===== src/fdrd_pkg.sv =====
// shared types and constants of the factorial and dma register device
`timescale 1ns / 1ps
`default_nettype none
package fdrd_pkg;

	typedef enum logic [1:0] {
		OP_READ       = 2'd0,
		OP_WRITE      = 2'd1,
		OP_FACT_DONE  = 2'd2,
		OP_DMA_EXPIRY = 2'd3
	} op_t;

	typedef enum logic [1:0] {
		ST_IDLE,
		ST_FACT,
		ST_DONE
	} state_t;

	// register offsets
	localparam logic [19:0] REG_ID       = 20'h00000;
	localparam logic [19:0] REG_INVERT   = 20'h00004;
	localparam logic [19:0] REG_FACT     = 20'h00008;
	localparam logic [19:0] REG_STATUS   = 20'h00020;
	localparam logic [19:0] REG_IRQ_STAT = 20'h00024;
	localparam logic [19:0] REG_IRQ_RAISE = 20'h00060;
	localparam logic [19:0] REG_IRQ_LOWER = 20'h00064;
	localparam logic [19:0] REG_DMA_SRC  = 20'h00080;
	localparam logic [19:0] REG_DMA_DST  = 20'h00088;
	localparam logic [19:0] REG_DMA_CNT  = 20'h00090;
	localparam logic [19:0] REG_DMA_CMD  = 20'h00098;
	localparam logic [19:0] WIDE_BASE    = 20'h00080;

	localparam logic [3:0]  SIZE_WORD    = 4'd4;
	localparam logic [3:0]  SIZE_DWORD   = 4'd8;

	localparam logic [31:0] ID_VALUE     = 32'h010000ED;
	localparam logic [31:0] IRQ_FACT_BIT = 32'h00000001;
	localparam logic [31:0] IRQ_DMA_BIT  = 32'h00000100;
	localparam int unsigned STATUS_IRQ_POS = 7;
	localparam int unsigned CMD_RUN_POS  = 0;
	localparam int unsigned CMD_DIR_POS  = 1;
	localparam int unsigned CMD_IRQ_POS  = 2;

	localparam logic [63:0] WIN_START    = 64'h40000;
	localparam logic [63:0] WIN_END      = WIN_START + 64'd4096;

	localparam logic [31:0] FACT_LIMIT   = 32'd34;
	localparam int unsigned K_W          = 6;

	typedef struct packed {
		logic latch;
		logic step;
		logic commit;
	} cmd_t;

	typedef struct packed {
		logic start_fact;
		logic k_zero;
		logic out_free;
	} status_t;

endpackage
`default_nettype wire


===== src/fdrd_ifs.sv =====
// request and response channel interfaces
`timescale 1ns / 1ps
`default_nettype none
interface fdrd_req_if;
	logic            valid;
	logic            ready;
	fdrd_pkg::op_t   op;
	logic [19:0]     addr;
	logic [3:0]      size;
	logic [63:0]     wdata;
	modport source (output valid, op, addr, size, wdata, input ready);
	modport sink (input valid, op, addr, size, wdata, output ready);
endinterface

interface fdrd_rsp_if;
	logic        valid;
	logic        ready;
	logic [63:0] rdata;
	logic        irq_level;
	logic        dma_range_error;
	modport source (output valid, rdata, irq_level, dma_range_error, input ready);
	modport sink (input valid, rdata, irq_level, dma_range_error, output ready);
endinterface
`default_nettype wire


===== src/fdrd_ctl.sv =====
// controller state machine sequencing one transaction at a time
`timescale 1ns / 1ps
`default_nettype none
module fdrd_ctl (
	input  wire logic              clk,
	input  wire logic              arst_n,
	input  wire logic              in_valid,
	output logic                   in_ready,
	input  wire fdrd_pkg::status_t status,
	output fdrd_pkg::cmd_t         cmd
);

	fdrd_pkg::state_t state_q;
	fdrd_pkg::state_t state_next;

	always_ff @(posedge clk or negedge arst_n) begin
		if (!arst_n) begin
			state_q <= fdrd_pkg::ST_IDLE;
		end else begin
			state_q <= state_next;
		end
	end

	always_comb begin
		state_next = state_q;
		case (state_q)
			fdrd_pkg::ST_IDLE: begin
				if (in_valid) begin
					state_next = status.start_fact ? fdrd_pkg::ST_FACT : fdrd_pkg::ST_DONE;
				end
			end
			fdrd_pkg::ST_FACT: begin
				if (status.k_zero) begin
					state_next = fdrd_pkg::ST_DONE;
				end
			end
			fdrd_pkg::ST_DONE: begin
				if (status.out_free) begin
					state_next = fdrd_pkg::ST_IDLE;
				end
			end
			default: begin
				state_next = fdrd_pkg::ST_IDLE;
			end
		endcase
	end

	always_comb begin
		in_ready   = 1'b0;
		cmd.latch  = 1'b0;
		cmd.step   = 1'b0;
		cmd.commit = 1'b0;
		case (state_q)
			fdrd_pkg::ST_IDLE: begin
				in_ready  = 1'b1;
				cmd.latch = in_valid;
			end
			fdrd_pkg::ST_FACT: begin
				cmd.step = !status.k_zero;
			end
			fdrd_pkg::ST_DONE: begin
				cmd.commit = status.out_free;
			end
			default: begin
				in_ready = 1'b0;
			end
		endcase
	end

endmodule
`default_nettype wire


===== src/fdrd_dp.sv =====
// datapath: register file, factorial multiplier, range check and result register
`timescale 1ns / 1ps
`default_nettype none
module fdrd_dp (
	input  wire logic              clk,
	input  wire logic              arst_n,
	input  wire fdrd_pkg::cmd_t    cmd,
	output fdrd_pkg::status_t      status,
	input  wire fdrd_pkg::op_t     in_op,
	input  wire logic [19:0]       in_addr,
	input  wire logic [3:0]        in_size,
	input  wire logic [63:0]       in_wdata,
	output logic                   out_valid,
	input  wire logic              out_ready,
	output logic [63:0]            out_rdata,
	output logic                   out_irq_level,
	output logic                   out_dma_range_error
);

	// latched transaction
	fdrd_pkg::op_t op_q;
	logic [19:0]   addr_q;
	logic [3:0]    size_q;
	logic [63:0]   wdata_q;

	// factorial iteration
	logic [31:0]                 acc_q;
	logic [fdrd_pkg::K_W-1:0]    k_q;
	logic [31+fdrd_pkg::K_W:0]   prod;

	// architectural registers
	logic [31:0] inverted_store_q;
	logic [31:0] fact_value_q;
	logic        computing_q;
	logic        irq_on_fact_q;
	logic [31:0] irq_pending_q;
	logic [63:0] dma_source_q;
	logic [63:0] dma_dest_q;
	logic [63:0] dma_count_q;
	logic [63:0] dma_command_q;

	// result register
	logic        out_valid_q;
	logic [63:0] rdata_q;
	logic        irq_level_q;
	logic        range_error_q;

	logic        size_ok;
	logic        is_word;
	logic        locked;
	logic [63:0] wval;
	logic [63:0] reg_val;
	logic [63:0] rd_val;
	logic [31:0] irq_next;
	logic [63:0] chk_addr;
	logic [63:0] chk_end;
	logic        range_bad;
	logic        fact_big;
	logic        is_wr;

	assign is_word  = (size_q == fdrd_pkg::SIZE_WORD);
	assign size_ok  = (addr_q < fdrd_pkg::WIDE_BASE) ? is_word
	                : (is_word || size_q == fdrd_pkg::SIZE_DWORD);
	assign locked   = dma_command_q[fdrd_pkg::CMD_RUN_POS];
	assign wval     = is_word ? {32'd0, wdata_q[31:0]} : wdata_q;
	assign is_wr    = (op_q == fdrd_pkg::OP_WRITE) && size_ok;
	assign prod     = acc_q * k_q;
	assign fact_big = (fact_value_q >= fdrd_pkg::FACT_LIMIT);

	always_comb begin
		case (addr_q)
			fdrd_pkg::REG_ID:       reg_val = {32'd0, fdrd_pkg::ID_VALUE};
			fdrd_pkg::REG_INVERT:   reg_val = {32'd0, inverted_store_q};
			fdrd_pkg::REG_FACT:     reg_val = {32'd0, fact_value_q};
			fdrd_pkg::REG_STATUS:   reg_val = {56'd0, irq_on_fact_q, 6'd0, computing_q};
			fdrd_pkg::REG_IRQ_STAT: reg_val = {32'd0, irq_pending_q};
			fdrd_pkg::REG_DMA_SRC:  reg_val = dma_source_q;
			fdrd_pkg::REG_DMA_DST:  reg_val = dma_dest_q;
			fdrd_pkg::REG_DMA_CNT:  reg_val = dma_count_q;
			fdrd_pkg::REG_DMA_CMD:  reg_val = dma_command_q;
			default:                reg_val = '1;
		endcase
	end

	always_comb begin
		if (op_q != fdrd_pkg::OP_READ) begin
			rd_val = '0;
		end else if (!size_ok) begin
			rd_val = '1;
		end else if (is_word) begin
			rd_val = {32'd0, reg_val[31:0]};
		end else begin
			rd_val = reg_val;
		end
	end

	// range of the completing transfer
	assign chk_addr  = dma_command_q[fdrd_pkg::CMD_DIR_POS] ? dma_source_q : dma_dest_q;
	assign chk_end   = chk_addr + dma_count_q;
	assign range_bad = !((chk_addr >= fdrd_pkg::WIN_START) && (chk_addr < fdrd_pkg::WIN_END)
	                   && (chk_end > chk_addr) && (chk_end >= fdrd_pkg::WIN_START)
	                   && (chk_end < fdrd_pkg::WIN_END));

	always_comb begin
		irq_next = irq_pending_q;
		case (op_q)
			fdrd_pkg::OP_WRITE: begin
				if (size_ok && addr_q == fdrd_pkg::REG_IRQ_RAISE) begin
					irq_next = irq_pending_q | wval[31:0];
				end else if (size_ok && addr_q == fdrd_pkg::REG_IRQ_LOWER) begin
					irq_next = irq_pending_q & ~wval[31:0];
				end
			end
			fdrd_pkg::OP_FACT_DONE: begin
				if (computing_q && irq_on_fact_q) begin
					irq_next = irq_pending_q | fdrd_pkg::IRQ_FACT_BIT;
				end
			end
			fdrd_pkg::OP_DMA_EXPIRY: begin
				if (locked && dma_command_q[fdrd_pkg::CMD_IRQ_POS]) begin
					irq_next = irq_pending_q | fdrd_pkg::IRQ_DMA_BIT;
				end
			end
			default: begin
				irq_next = irq_pending_q;
			end
		endcase
	end

	always_ff @(posedge clk) begin
		if (cmd.latch) begin
			op_q    <= in_op;
			addr_q  <= in_addr;
			size_q  <= in_size;
			wdata_q <= in_wdata;
			acc_q   <= fact_big ? 32'd0 : 32'd1;
			k_q     <= fact_big ? '0 : fact_value_q[fdrd_pkg::K_W-1:0];
		end else if (cmd.step) begin
			acc_q <= prod[31:0];
			k_q   <= k_q - 1'b1;
		end
	end

	always_ff @(posedge clk or negedge arst_n) begin
		if (!arst_n) begin
			inverted_store_q <= '0;
			fact_value_q     <= '0;
			computing_q      <= 1'b0;
			irq_on_fact_q    <= 1'b0;
			irq_pending_q    <= '0;
			dma_source_q     <= '0;
			dma_dest_q       <= '0;
			dma_count_q      <= '0;
			dma_command_q    <= '0;
		end else if (cmd.commit) begin
			irq_pending_q <= irq_next;
			if (is_wr) begin
				case (addr_q)
					fdrd_pkg::REG_INVERT: inverted_store_q <= ~wval[31:0];
					fdrd_pkg::REG_FACT: begin
						if (!computing_q) begin
							fact_value_q <= wval[31:0];
							computing_q  <= 1'b1;
						end
					end
					fdrd_pkg::REG_STATUS:  irq_on_fact_q <= wval[fdrd_pkg::STATUS_IRQ_POS];
					fdrd_pkg::REG_DMA_SRC: if (!locked) dma_source_q <= wval;
					fdrd_pkg::REG_DMA_DST: if (!locked) dma_dest_q <= wval;
					fdrd_pkg::REG_DMA_CNT: if (!locked) dma_count_q <= wval;
					fdrd_pkg::REG_DMA_CMD: begin
						if (!locked && wval[fdrd_pkg::CMD_RUN_POS]) begin
							dma_command_q <= wval;
						end
					end
					default: begin
						dma_command_q <= dma_command_q;
					end
				endcase
			end else if (op_q == fdrd_pkg::OP_FACT_DONE && computing_q) begin
				fact_value_q <= acc_q;
				computing_q  <= 1'b0;
			end else if (op_q == fdrd_pkg::OP_DMA_EXPIRY && locked) begin
				dma_command_q[fdrd_pkg::CMD_RUN_POS] <= 1'b0;
			end
		end
	end

	always_ff @(posedge clk or negedge arst_n) begin
		if (!arst_n) begin
			out_valid_q <= 1'b0;
		end else if (cmd.commit) begin
			out_valid_q <= 1'b1;
		end else if (out_ready) begin
			out_valid_q <= 1'b0;
		end
	end

	always_ff @(posedge clk) begin
		if (cmd.commit) begin
			rdata_q       <= rd_val;
			irq_level_q   <= |irq_next;
			range_error_q <= (op_q == fdrd_pkg::OP_DMA_EXPIRY) && locked && range_bad;
		end
	end

	assign status.start_fact = (in_op == fdrd_pkg::OP_FACT_DONE) && computing_q;
	assign status.k_zero     = (k_q == '0);
	assign status.out_free   = !out_valid_q || out_ready;

	assign out_valid           = out_valid_q;
	assign out_rdata           = rdata_q;
	assign out_irq_level       = irq_level_q;
	assign out_dma_range_error = range_error_q;

endmodule
`default_nettype wire


===== src/factorial_dma_register_device.sv =====
// Register block with a factorial unit and a DMA command interface.
// The req channel carries one transaction per bus read, bus write,
// factorial finished event or DMA timer expiry; the rsp channel returns
// exactly one result per request: read data, the interrupt level after
// the transaction and the DMA range error flag.
// One transaction is in work at a time. A read, write or DMA expiry is
// latched on acceptance and committed to the response register from the
// done state, as is a factorial finished event that finds nothing computing.
// A factorial finished event for operand n first passes through the
// factorial state, where the 32 by 6 bit multiplier is stepped once per
// operand value from n down to 1 for n below 34 and not at all otherwise.
// A new request is taken as soon as the previous result sits in the
// response register; if the receiver stalls, the next result waits in
// the datapath until the response register is free.
// Reset (arst_n low) clears the architectural registers to zero, empties
// the response register and returns the controller to idle.
`timescale 1ns / 1ps
`default_nettype none
module factorial_dma_register_device (
	input  wire logic clk,
	input  wire logic arst_n,
	fdrd_req_if.sink  req,
	fdrd_rsp_if.source rsp
);

	fdrd_pkg::cmd_t    cmd;
	fdrd_pkg::status_t status;

	fdrd_ctl u_ctl (
		.clk      (clk),
		.arst_n   (arst_n),
		.in_valid (req.valid),
		.in_ready (req.ready),
		.status   (status),
		.cmd      (cmd)
	);

	fdrd_dp u_dp (
		.clk                 (clk),
		.arst_n              (arst_n),
		.cmd                 (cmd),
		.status              (status),
		.in_op               (req.op),
		.in_addr             (req.addr),
		.in_size             (req.size),
		.in_wdata            (req.wdata),
		.out_valid           (rsp.valid),
		.out_ready           (rsp.ready),
		.out_rdata           (rsp.rdata),
		.out_irq_level       (rsp.irq_level),
		.out_dma_range_error (rsp.dma_range_error)
	);

endmodule
`default_nettype wire


===== src/flat_wrapper.sv =====
// flat-port wrapper written by rule: the top's interface ports become plain ports
module factorial_dma_register_device_flat 
  (clk, arst_n, req_valid, req_op, req_addr, req_size, req_wdata, req_ready, rsp_valid, rsp_rdata, rsp_irq_level, rsp_dma_range_error, rsp_ready);
  fdrd_req_if req_i ();
  fdrd_rsp_if rsp_i ();
  input  wire logic clk;
  input  wire logic arst_n;
  input wire logic [$bits(req_i.valid)-1:0] req_valid;
  input wire logic [$bits(req_i.op)-1:0] req_op;
  input wire logic [$bits(req_i.addr)-1:0] req_addr;
  input wire logic [$bits(req_i.size)-1:0] req_size;
  input wire logic [$bits(req_i.wdata)-1:0] req_wdata;
  output wire logic [$bits(req_i.ready)-1:0] req_ready;
  output wire logic [$bits(rsp_i.valid)-1:0] rsp_valid;
  output wire logic [$bits(rsp_i.rdata)-1:0] rsp_rdata;
  output wire logic [$bits(rsp_i.irq_level)-1:0] rsp_irq_level;
  output wire logic [$bits(rsp_i.dma_range_error)-1:0] rsp_dma_range_error;
  input wire logic [$bits(rsp_i.ready)-1:0] rsp_ready;
  assign req_i.valid = req_valid;
  assign req_i.op = req_op;
  assign req_i.addr = req_addr;
  assign req_i.size = req_size;
  assign req_i.wdata = req_wdata;
  assign req_ready = req_i.ready;
  assign rsp_valid = rsp_i.valid;
  assign rsp_rdata = rsp_i.rdata;
  assign rsp_irq_level = rsp_i.irq_level;
  assign rsp_dma_range_error = rsp_i.dma_range_error;
  assign rsp_i.ready = rsp_ready;
  factorial_dma_register_device u_core (.clk(clk), .arst_n(arst_n), .req(req_i), .rsp(rsp_i));
endmodule

===== config.mk =====
export PLATFORM = sky130hd
export DESIGN_NAME = factorial_dma_register_device_flat
export DESIGN_NICKNAME = d
export VERILOG_FILES = /design/src/fdrd_pkg.sv /design/src/fdrd_ifs.sv /design/src/fdrd_ctl.sv /design/src/fdrd_dp.sv /design/src/factorial_dma_register_device.sv /design/src/flat_wrapper.sv
export SDC_FILE = /design/constraint.sdc
export NUM_CORES = 2
export LEC_CHECK = 0
export ABC_CLOCK_PERIOD_IN_PS = 17840
export BUFFER_PORTS_ARGS = -buffer_cell sky130_fd_sc_hd__buf_4
export CORE_MARGIN = 1
export CORE_UTILIZATION = 40
export DETAILED_ROUTE_END_ITERATION = 7
export MAX_ROUTING_LAYER = met4
export PLACE_DENSITY_LB_ADDON = 0.05
export SYNTH_ARGS = -nofsm -noshare
export SYNTH_HDL_FRONTEND = slang
export SYNTH_SLANG_ARGS = --single-unit

===== constraint.sdc =====
create_clock -name clk -period 17.84 [get_ports clk]
set_clock_uncertainty 0.2 [all_clocks]
set_input_delay 2.676 -clock clk [delete_from_list [all_inputs] [get_ports clk]]
set_output_delay 2.676 -clock clk [all_outputs]
set_load 0.03 [all_outputs]

After elaboration in Yosys (flattened, before gate mapping)
Index checks and enable logic that the tools add are counted.

Register bits: 551. Input port bits: 94. Output and inout port bits: 68. Word-level logic and storage cells: 140.

Add/sub/neg operators: 2. Multipliers: 1. Order comparisons: 7. Equality and inequality tests: 26. Muxes and demuxes: 40. Bitwise operators: 4. Reduce and logical (&&, ||, !) cells: 39.

Operators with widths (number): $pmux 64 s9 (1); $mux 32 (8); $mux 64 (4); $ge 64x19->1 const B (2); $lt 64x19->1 const B (2); $pmux 32 s3 (1); $eq 20x8->1 const B (4); $add 64x64->64 (1); $gt 64x64->1 (1); $eq 20x6->1 const B (2); $eq 20x7->1 const B (2); $and 32x32->32 (1); $ge 32x6->1 const B (1); $mul 32x6->32 (1); $not 32->32 (1); $or 32x32->32 (1); $reduce_or 32->1 (1); $eq 20x3->1 const B (1); $eq 20x4->1 const B (1); $logic_not 20->1 (1); $lt 20x8->1 const B (1); $reduce_and 4->1 (5); $mux 6 (3); $mux 1 (17); 19 further kinds (56).

Logic depth before layout (Yosys ltp)
Depth after elaboration: 8. Gate-level depth with buffers: 33. Mapped depth without buffers: 29.

Modules after synthesis
Synthesis repeated with hierarchy kept, for this count alone.

Cell total of the unflattened synthesis: 3458. Area, all modules: 33901.3 sq um.

Modules (own cells, without submodules): fdrd_dp (instances 1, cells each 3445, area each 33781.1 sq um, seq. area each 14709.1 sq um); fdrd_ctl (instances 1, cells each 13, area each 120.1 sq um, seq. area each 50.0 sq um).

Worst setup path after synthesis
No wires, ideal clock.

Kind: reg2reg. Start: reg u_core.u_dp.dma_command_q[1]. End: reg u_core.u_dp.range_error_q (netlist: u_core.u_dp.out_dma_range_error) (data pin). Setup time: 262 ps. Data arrival time: 6712 ps. Data required time: 17378 ps. Path slack: 10667 ps. Cell stages (with the launch flop): 33. Path buffers: 4. Clock period less this slack: 7173 ps. Cells stage by stage: dfrtp_1 > buf_4 > buf_1 > clkbuf_1 > clkbuf_1 > mux2i_1 > inv_1 > ha_1 > a211oi_2 > o211ai_2 > a221o_1 > nand2_1 > a211oi_2 > a21boi_2 > o41a_2 > o21ai_1 > a311o_1 > a21oi_1 > xnor2_1 > ha_1 > nand3_1 > nor4_1 > and3_1 > nand2_1 > o2111a_1 > nand2_1 > o2111ai_1 > and4b_1 > and4_1 > nand4_1 > nor4b_2 > and4b_1 > a21boi_1.

Longest elaborated chain between the ends: 8. Elaborated cells on any way between the ends: 13. Classes of those cells: 1 x add/sub; 5 x order compare; 1 x mux; 6 x reduce/logical.

RTL lines: from (decl) (line fdrd_dp.sv:40) `logic [63:0] dma_command_q;`; from (signal assigned) (line fdrd_dp.sv:172) `dma_command_q <= wval;`; from (signal assigned) (line fdrd_dp.sv:176) `dma_command_q <= dma_command_q;`; $mux 64 * (line fdrd_dp.sv:98) `assign chk_addr = dma_command_q[fdrd_pkg::CMD_DIR_POS] ? dma_source_q : dma_dest_q;`; $add 64x64->64, or another cell as far along (line fdrd_dp.sv:99) `assign chk_end = chk_addr + dma_count_q;`; $gt 64x64->1 / $logic_and 1x1->1 (equally long branches) (line fdrd_dp.sv:101, fdrd_dp.sv:100); $logic_and 1x1->1 (2 in a row) (line fdrd_dp.sv:101) `&& (chk_end > chk_addr) && (chk_end >= fdrd_pkg::WIN_START)`; $logic_and 1x1->1 * (line fdrd_dp.sv:102) `&& (chk_end < fdrd_pkg::WIN_END));`; $logic_not 1->1 * (line fdrd_dp.sv:100) `assign range_bad = !((chk_addr >= fdrd_pkg::WIN_START) && (chk_addr < fdrd_pkg::WIN_END)`; $logic_and 1x1->1 * (line fdrd_dp.sv:202) `range_error_q <= (op_q == fdrd_pkg::OP_DMA_EXPIRY) && locked && range_bad;`; to (signal assigned) (line fdrd_dp.sv:202); to (decl) (line fdrd_dp.sv:46) `logic range_error_q;`.

Every way passes the cells marked *; elsewhere a longest branch is shown, timed or not. A chain may end at the register's enable or synchronous reset.

Final worst setup path
Ends and elaborated chain as after synthesis.

==> insert_results.sql <==
INSERT INTO impl_metrics (metric_group, metric, value, unit) VALUES
('critical_path', 'setup.worst_path.class', 'reg -> reg', ''),
('critical_path', 'worst-path-max-fanout', '40', ''),
('critical_path', 'regToRegStartpoint', 'u_core.u_dp.dma_command_q[1]$_DFFE_PN0P_', ''),
('final_layout', 'antenna_cells', '0', ''),
('synth', 'synth_simple_gate_area_share', '13.0', '%'),
('synth', 'post_syn_area_per_cell', '9.92', 'um2'),
('sta', 'setup-violations-final', '0', ''),
('critical_path', 'cp.required', '18.00', 'ns'),
('cts', 'cts_sinks', '551', ''),
('global_route', 'grt_pass1_vias', '27400', ''),
('synth', 'synth_area_leaders', 'sky130_fd_sc_hd__dfrtp_1 (27%), sky130_fd_sc_hd__edfxtp_1 (17%), sky130_fd_sc_hd__fa_1 (6.5%), sky130_fd_sc_hd__ha_1 (6.1%), sky130_fd_sc_hd__nand2_1 (5.9%)', ''),
('synth', 'synth_compound_gate_area_share', '16.6', '%'),
('sta', 'rsz0062_at_grt', 'false', ''),
('synth', 'cells_after_synth', '3394', ''),
('cts', 'clk_latency', '0.62', 'ns'),
('synth', 'synth.cell_area', '33700', 'um2'),
('global_route', 'number_of_antenna_violations_at_the_first_check_in_global_routing', '2', ''),
('synth', 'synth-seq-area-share', '43.8', '%'),
('final_layout', 'syn_to_final_growth', '13.3', '%'),
('global_route', 'globalRoute.totalOverflow', '0', ''),
('placement', 'buffer_ports.inserted', '161', ''),
('floorplan', 'die_area', '85300', 'um2'),
('floorplan', 'initial_utilization', '40.4', '%'),
('synth', 'fraction_of_post_synthesis_cell_area_in_the_top_cell_type_by_area', '26.5', '%'),
('synth', 'cell_accounting_for_the_most_synthesized_area', 'sky130_fd_sc_hd__dfrtp_1', ''),
('placement', 'placement.setup.worst_slack', '9.46', 'ns'),
('min_path', 'hp-class', 'reg -> reg', ''),
('critical_path', 'critPathLaunchType', 'flip-flop', ''),
('floorplan', 'die_w', '292', 'um'),
('critical_path', 'cpPeakStageDelay', '0.86', 'ns'),
('pwr', 'power_density', '71.3', 'nW/um2'),
('drt', 'dr.pass1.iters', '7', ''),
('floorplan', 'top_level_ports', '162', ''),
('synth', 'adder_and_majority_gate_portion_of_the_synthesized_area', '12.6', '%'),
('drt', 'route.antenna.remaining_nets', '0', ''),
('sta', 'hold_slack', '0.277', 'ns'),
('placement', 'place.gp.congestion', '0.924', ''),
('synth', 'postSynthRegisterBits', '551', ''),
('sta', 'timing.max_slew.rel_slack', '14.3', '%'),
('cts', 'cts_hold_fix_bufs', '0', ''),
('critical_path', 'critical_path.slowest_cell', 'sky130_fd_sc_hd__dfrtp_4', ''),
('pwr', 'vdd.ir_drop.worst', '0.0648', 'mV'),
('min_path', 'timing.hold.worst.start', 'u_core.u_dp.inverted_store_q[23]$_DFFE_PN0P_', ''),
('sta', 'worst-slew-pin-transition', '1.28', 'ns'),
('cts', 'postCtsSetupRepairBufs', '0', ''),
('final_layout', 'numnets_final', '3852', ''),
('synth', 'yosysWarnings', '0', ''),
('sta', 'worst_slack', '9.51', 'ns'),
('drt', 'post_drt_wl_per_cell', '25.4', 'um'),
('synth', 'synth_async_sr_flop_share', '64.8', '%'),
('critical_path', 'arrival', '8.48', 'ns'),
('synth', 'muxShareOfSynthArea', '7.08', '%'),
('floorplan', 'fp_rows', '106', ''),
('sta', 'slew_viol_final', '0', ''),
('synth', 'synthXorXnorAreaFrac', '2.45', '%'),
('final_layout', 'finish.utilization', '45.7', '%'),
('cts', 'numCtsBuffers', '67', ''),
('drt', 'post_drt_via_cell_ratio', '5.79', ''),
('floorplan', 'core-area', '83400', 'um2'),
('sta', 'finalCriticalPeriod', '8.33', 'ns'),
('cts', 'clockBufferDepth', '3', ''),
('placement', 'post-dp-hpwl', '86.7', 'mm'),
('cts', 'cts_resized', '0', ''),
('final_layout', 'share_of_cells_above_drive_strength_1', '13.6', '%'),
('drt', 'drt_iter0_drc', '1904', ''),
('pwr', 'cellLeakagePower', '17.6', 'nW'),
('sta', 'fmax', '120', 'MHz'),
('critical_path', 'critical_path.endpoint_type', 'flip-flop', ''),
('drt', 'drc', '0', ''),
('global_route', 'gr-usage-all-layers', '28.4', '%'),
('status', 'status', 'finished, final reports clean', '');
==> metrics by stage <==
| stage | cells | area, um2 |
|---|---|---|
| floorplan | 3394 | 33700 |
| global placement | 4496 | 35900 |
| detailed placement | 4496 | 35900 |
| CTS | 4617 | 38100 |
| global route | 4617 | 38100 |
| finish | 4617 | 38100 |
==> power by group <==
part	switching [mW]	internal (mW)	total, mW	leakage, nW
registers	0.00000000000000000668	1.31	1.31	6.94
logic	0.0198	0.0134	0.0332	9.53
clock network	0.570	0.810	1.38	1.10
==> final cells by class <==
| cell class | count | area [um2] |
|---|---|---|
| clock buffers | 90 | 1900 |
| clock inverters | 31 | 308 |
| fillers | 8068 | 45300 |
| inverters | 217 | 818 |
| multi-input cells | 2449 | 17500 |
| flip-flops and latches | 551 | 14800 |
| well taps | 1080 | 1350 |
| repair buffers | 199 | 1500 |
==> metal layers <==
| metal | vias up | track usage (%) | wire [um] |
|---|---|---|---|
| li1 | 12300 | - | - |
| met1 | 13600 | 36.3 | 51100 |
| met2 | 626 | 47.8 | 58300 |
| met3 | 152 | 3.36 | 4720 |
| met4 | 0 | 7.21 | 2960 |
| met5 | - | - | 0 |
==> final timing paths <==
check                           slack (ns)                                           end  cells past startpoint
worst max-delay path                  9.51     u_core.u_dp.out_dma_range_error$_DFFE_PP_                     28
worst min-delay path                  0.28  u_core.u_dp.inverted_store_q[23]$_DFFE_PN0P_                      2
worst max register to register        9.51     u_core.u_dp.out_dma_range_error$_DFFE_PP_                     28
worst min register to register        0.28  u_core.u_dp.inverted_store_q[23]$_DFFE_PN0P_                      2
max in group asynchronous            13.96      u_core.u_dp.dma_command_q[1]$_DFFE_PN0P_                      2
min in group asynchronous             1.94        u_core.u_dp.dma_dest_q[28]$_DFFE_PN0P_                      1
==> logic make-up (layout without fill, tap and decap cells) <==
family,count (synthesis),in the layout
adder cells (fa/ha/maj),273,273
buffers and inverters,394,537
AO/OA/AOI/OAI,884,884
AND/OR/NAND/NOR,976,976
XOR/XNOR,94,94
multiplexers,222,222
flip-flops,551,551
==> placed cells by master, fill, tap and decap left out, types with 5 or more instances in the layout <==
cell and count:
sky130_fd_sc_hd__mux2_2 129, sky130_fd_sc_hd__a221oi_1 38, sky130_fd_sc_hd__inv_1 213, sky130_fd_sc_hd__a22oi_1 83, sky130_fd_sc_hd__nor4_1 47, sky130_fd_sc_hd__a21oi_1 157, sky130_fd_sc_hd__buf_4 198, sky130_fd_sc_hd__a211oi_1 10
sky130_fd_sc_hd__edfxtp_1 194, sky130_fd_sc_hd__xnor2_1 67, sky130_fd_sc_hd__o21ai_1 16, sky130_fd_sc_hd__or2_2 7, sky130_fd_sc_hd__nand3_1 29, sky130_fd_sc_hd__dfrtp_1 356, sky130_fd_sc_hd__nor2b_1 10, sky130_fd_sc_hd__nor2_1 166
sky130_fd_sc_hd__o21a_1 12, sky130_fd_sc_hd__clkbuf_1 14, sky130_fd_sc_hd__o211ai_1 11, sky130_fd_sc_hd__o31ai_1 7, sky130_fd_sc_hd__clkbuf_16 71, sky130_fd_sc_hd__clkbuf_8 5, sky130_fd_sc_hd__nand2_1 528, sky130_fd_sc_hd__and3_1 11
sky130_fd_sc_hd__nand2b_1 12, sky130_fd_sc_hd__a21o_1 59, sky130_fd_sc_hd__nor3_1 23, sky130_fd_sc_hd__a31oi_1 109, sky130_fd_sc_hd__o21bai_1 18, sky130_fd_sc_hd__ha_1 163, sky130_fd_sc_hd__a21boi_0 5, sky130_fd_sc_hd__xor2_1 27
sky130_fd_sc_hd__mux2i_1 93, sky130_fd_sc_hd__clkinv_2 17, sky130_fd_sc_hd__o21ai_0 275, sky130_fd_sc_hd__a22o_1 31, sky130_fd_sc_hd__nand4_1 51, sky130_fd_sc_hd__and2_1 46, sky130_fd_sc_hd__fa_1 110, sky130_fd_sc_hd__nor4b_1 5
==> flip-flops by register name, summed over array words and instances, names as in the netlist, 2 cells and up <==
name	count
u_core.u_dp.dma_source_q	64
u_core.u_dp.out_rdata	64
u_core.u_dp.fact_value_q	32
u_core.u_dp.dma_count_q	64
u_core.u_dp.size_q	4
u_core.u_dp.irq_pending_q	32
u_core.u_dp.acc_q	32
u_core.u_dp.k_q	6
u_core.u_ctl.state_q	2
u_core.u_dp.wdata_q	64
u_core.u_dp.dma_dest_q	64
u_core.u_dp.op_q	2
u_core.u_dp.inverted_store_q	32
u_core.u_dp.dma_command_q	64
u_core.u_dp.addr_q	20
==> synth_stat cells, types with 5 or more instances <==
cell and instances:
sky130_fd_sc_hd__nor2b_1 12, sky130_fd_sc_hd__fa_1 110, sky130_fd_sc_hd__a21o_1 59, sky130_fd_sc_hd__a221oi_1 38, sky130_fd_sc_hd__edfxtp_1 194, sky130_fd_sc_hd__a21boi_0 5
sky130_fd_sc_hd__nor3_1 26, sky130_fd_sc_hd__o21bai_1 18, sky130_fd_sc_hd__o31ai_1 7, sky130_fd_sc_hd__a21oi_1 158, sky130_fd_sc_hd__nand4_1 51, sky130_fd_sc_hd__nor4_1 48
sky130_fd_sc_hd__xnor2_1 67, sky130_fd_sc_hd__a22oi_1 83, sky130_fd_sc_hd__buf_1 30, sky130_fd_sc_hd__nor2_1 167, sky130_fd_sc_hd__dfrtp_1 357, sky130_fd_sc_hd__a211oi_1 10
sky130_fd_sc_hd__or2_2 7, sky130_fd_sc_hd__and3_1 12, sky130_fd_sc_hd__mux2_2 129, sky130_fd_sc_hd__nand3_1 30, sky130_fd_sc_hd__o21ai_0 275, sky130_fd_sc_hd__and2_1 46
sky130_fd_sc_hd__ha_1 163, sky130_fd_sc_hd__nor4b_1 5, sky130_fd_sc_hd__o21a_1 12, sky130_fd_sc_hd__clkbuf_1 140, sky130_fd_sc_hd__a22o_1 31, sky130_fd_sc_hd__o21ai_1 16
sky130_fd_sc_hd__inv_1 215, sky130_fd_sc_hd__a31oi_1 109, sky130_fd_sc_hd__o211ai_1 11, sky130_fd_sc_hd__nand2b_1 12, sky130_fd_sc_hd__xor2_1 27, sky130_fd_sc_hd__nand2_1 532
sky130_fd_sc_hd__mux2i_1 93
==> worst max-delay path: cells and delay by family, from the launching register on <==
kind / cells / cell delay (ns)
AND/OR/NAND/NOR: 13 / 2.99
multiplexers: 1 / 0.34
adder cells (fa/ha/maj): 2 / 0.69
flip-flops: 1 / 0.86
AO/OA/AOI/OAI: 10 / 2.17
buffers and inverters: 2 / 0.75
Note: power is estimated with default switching activity, not from simulation.
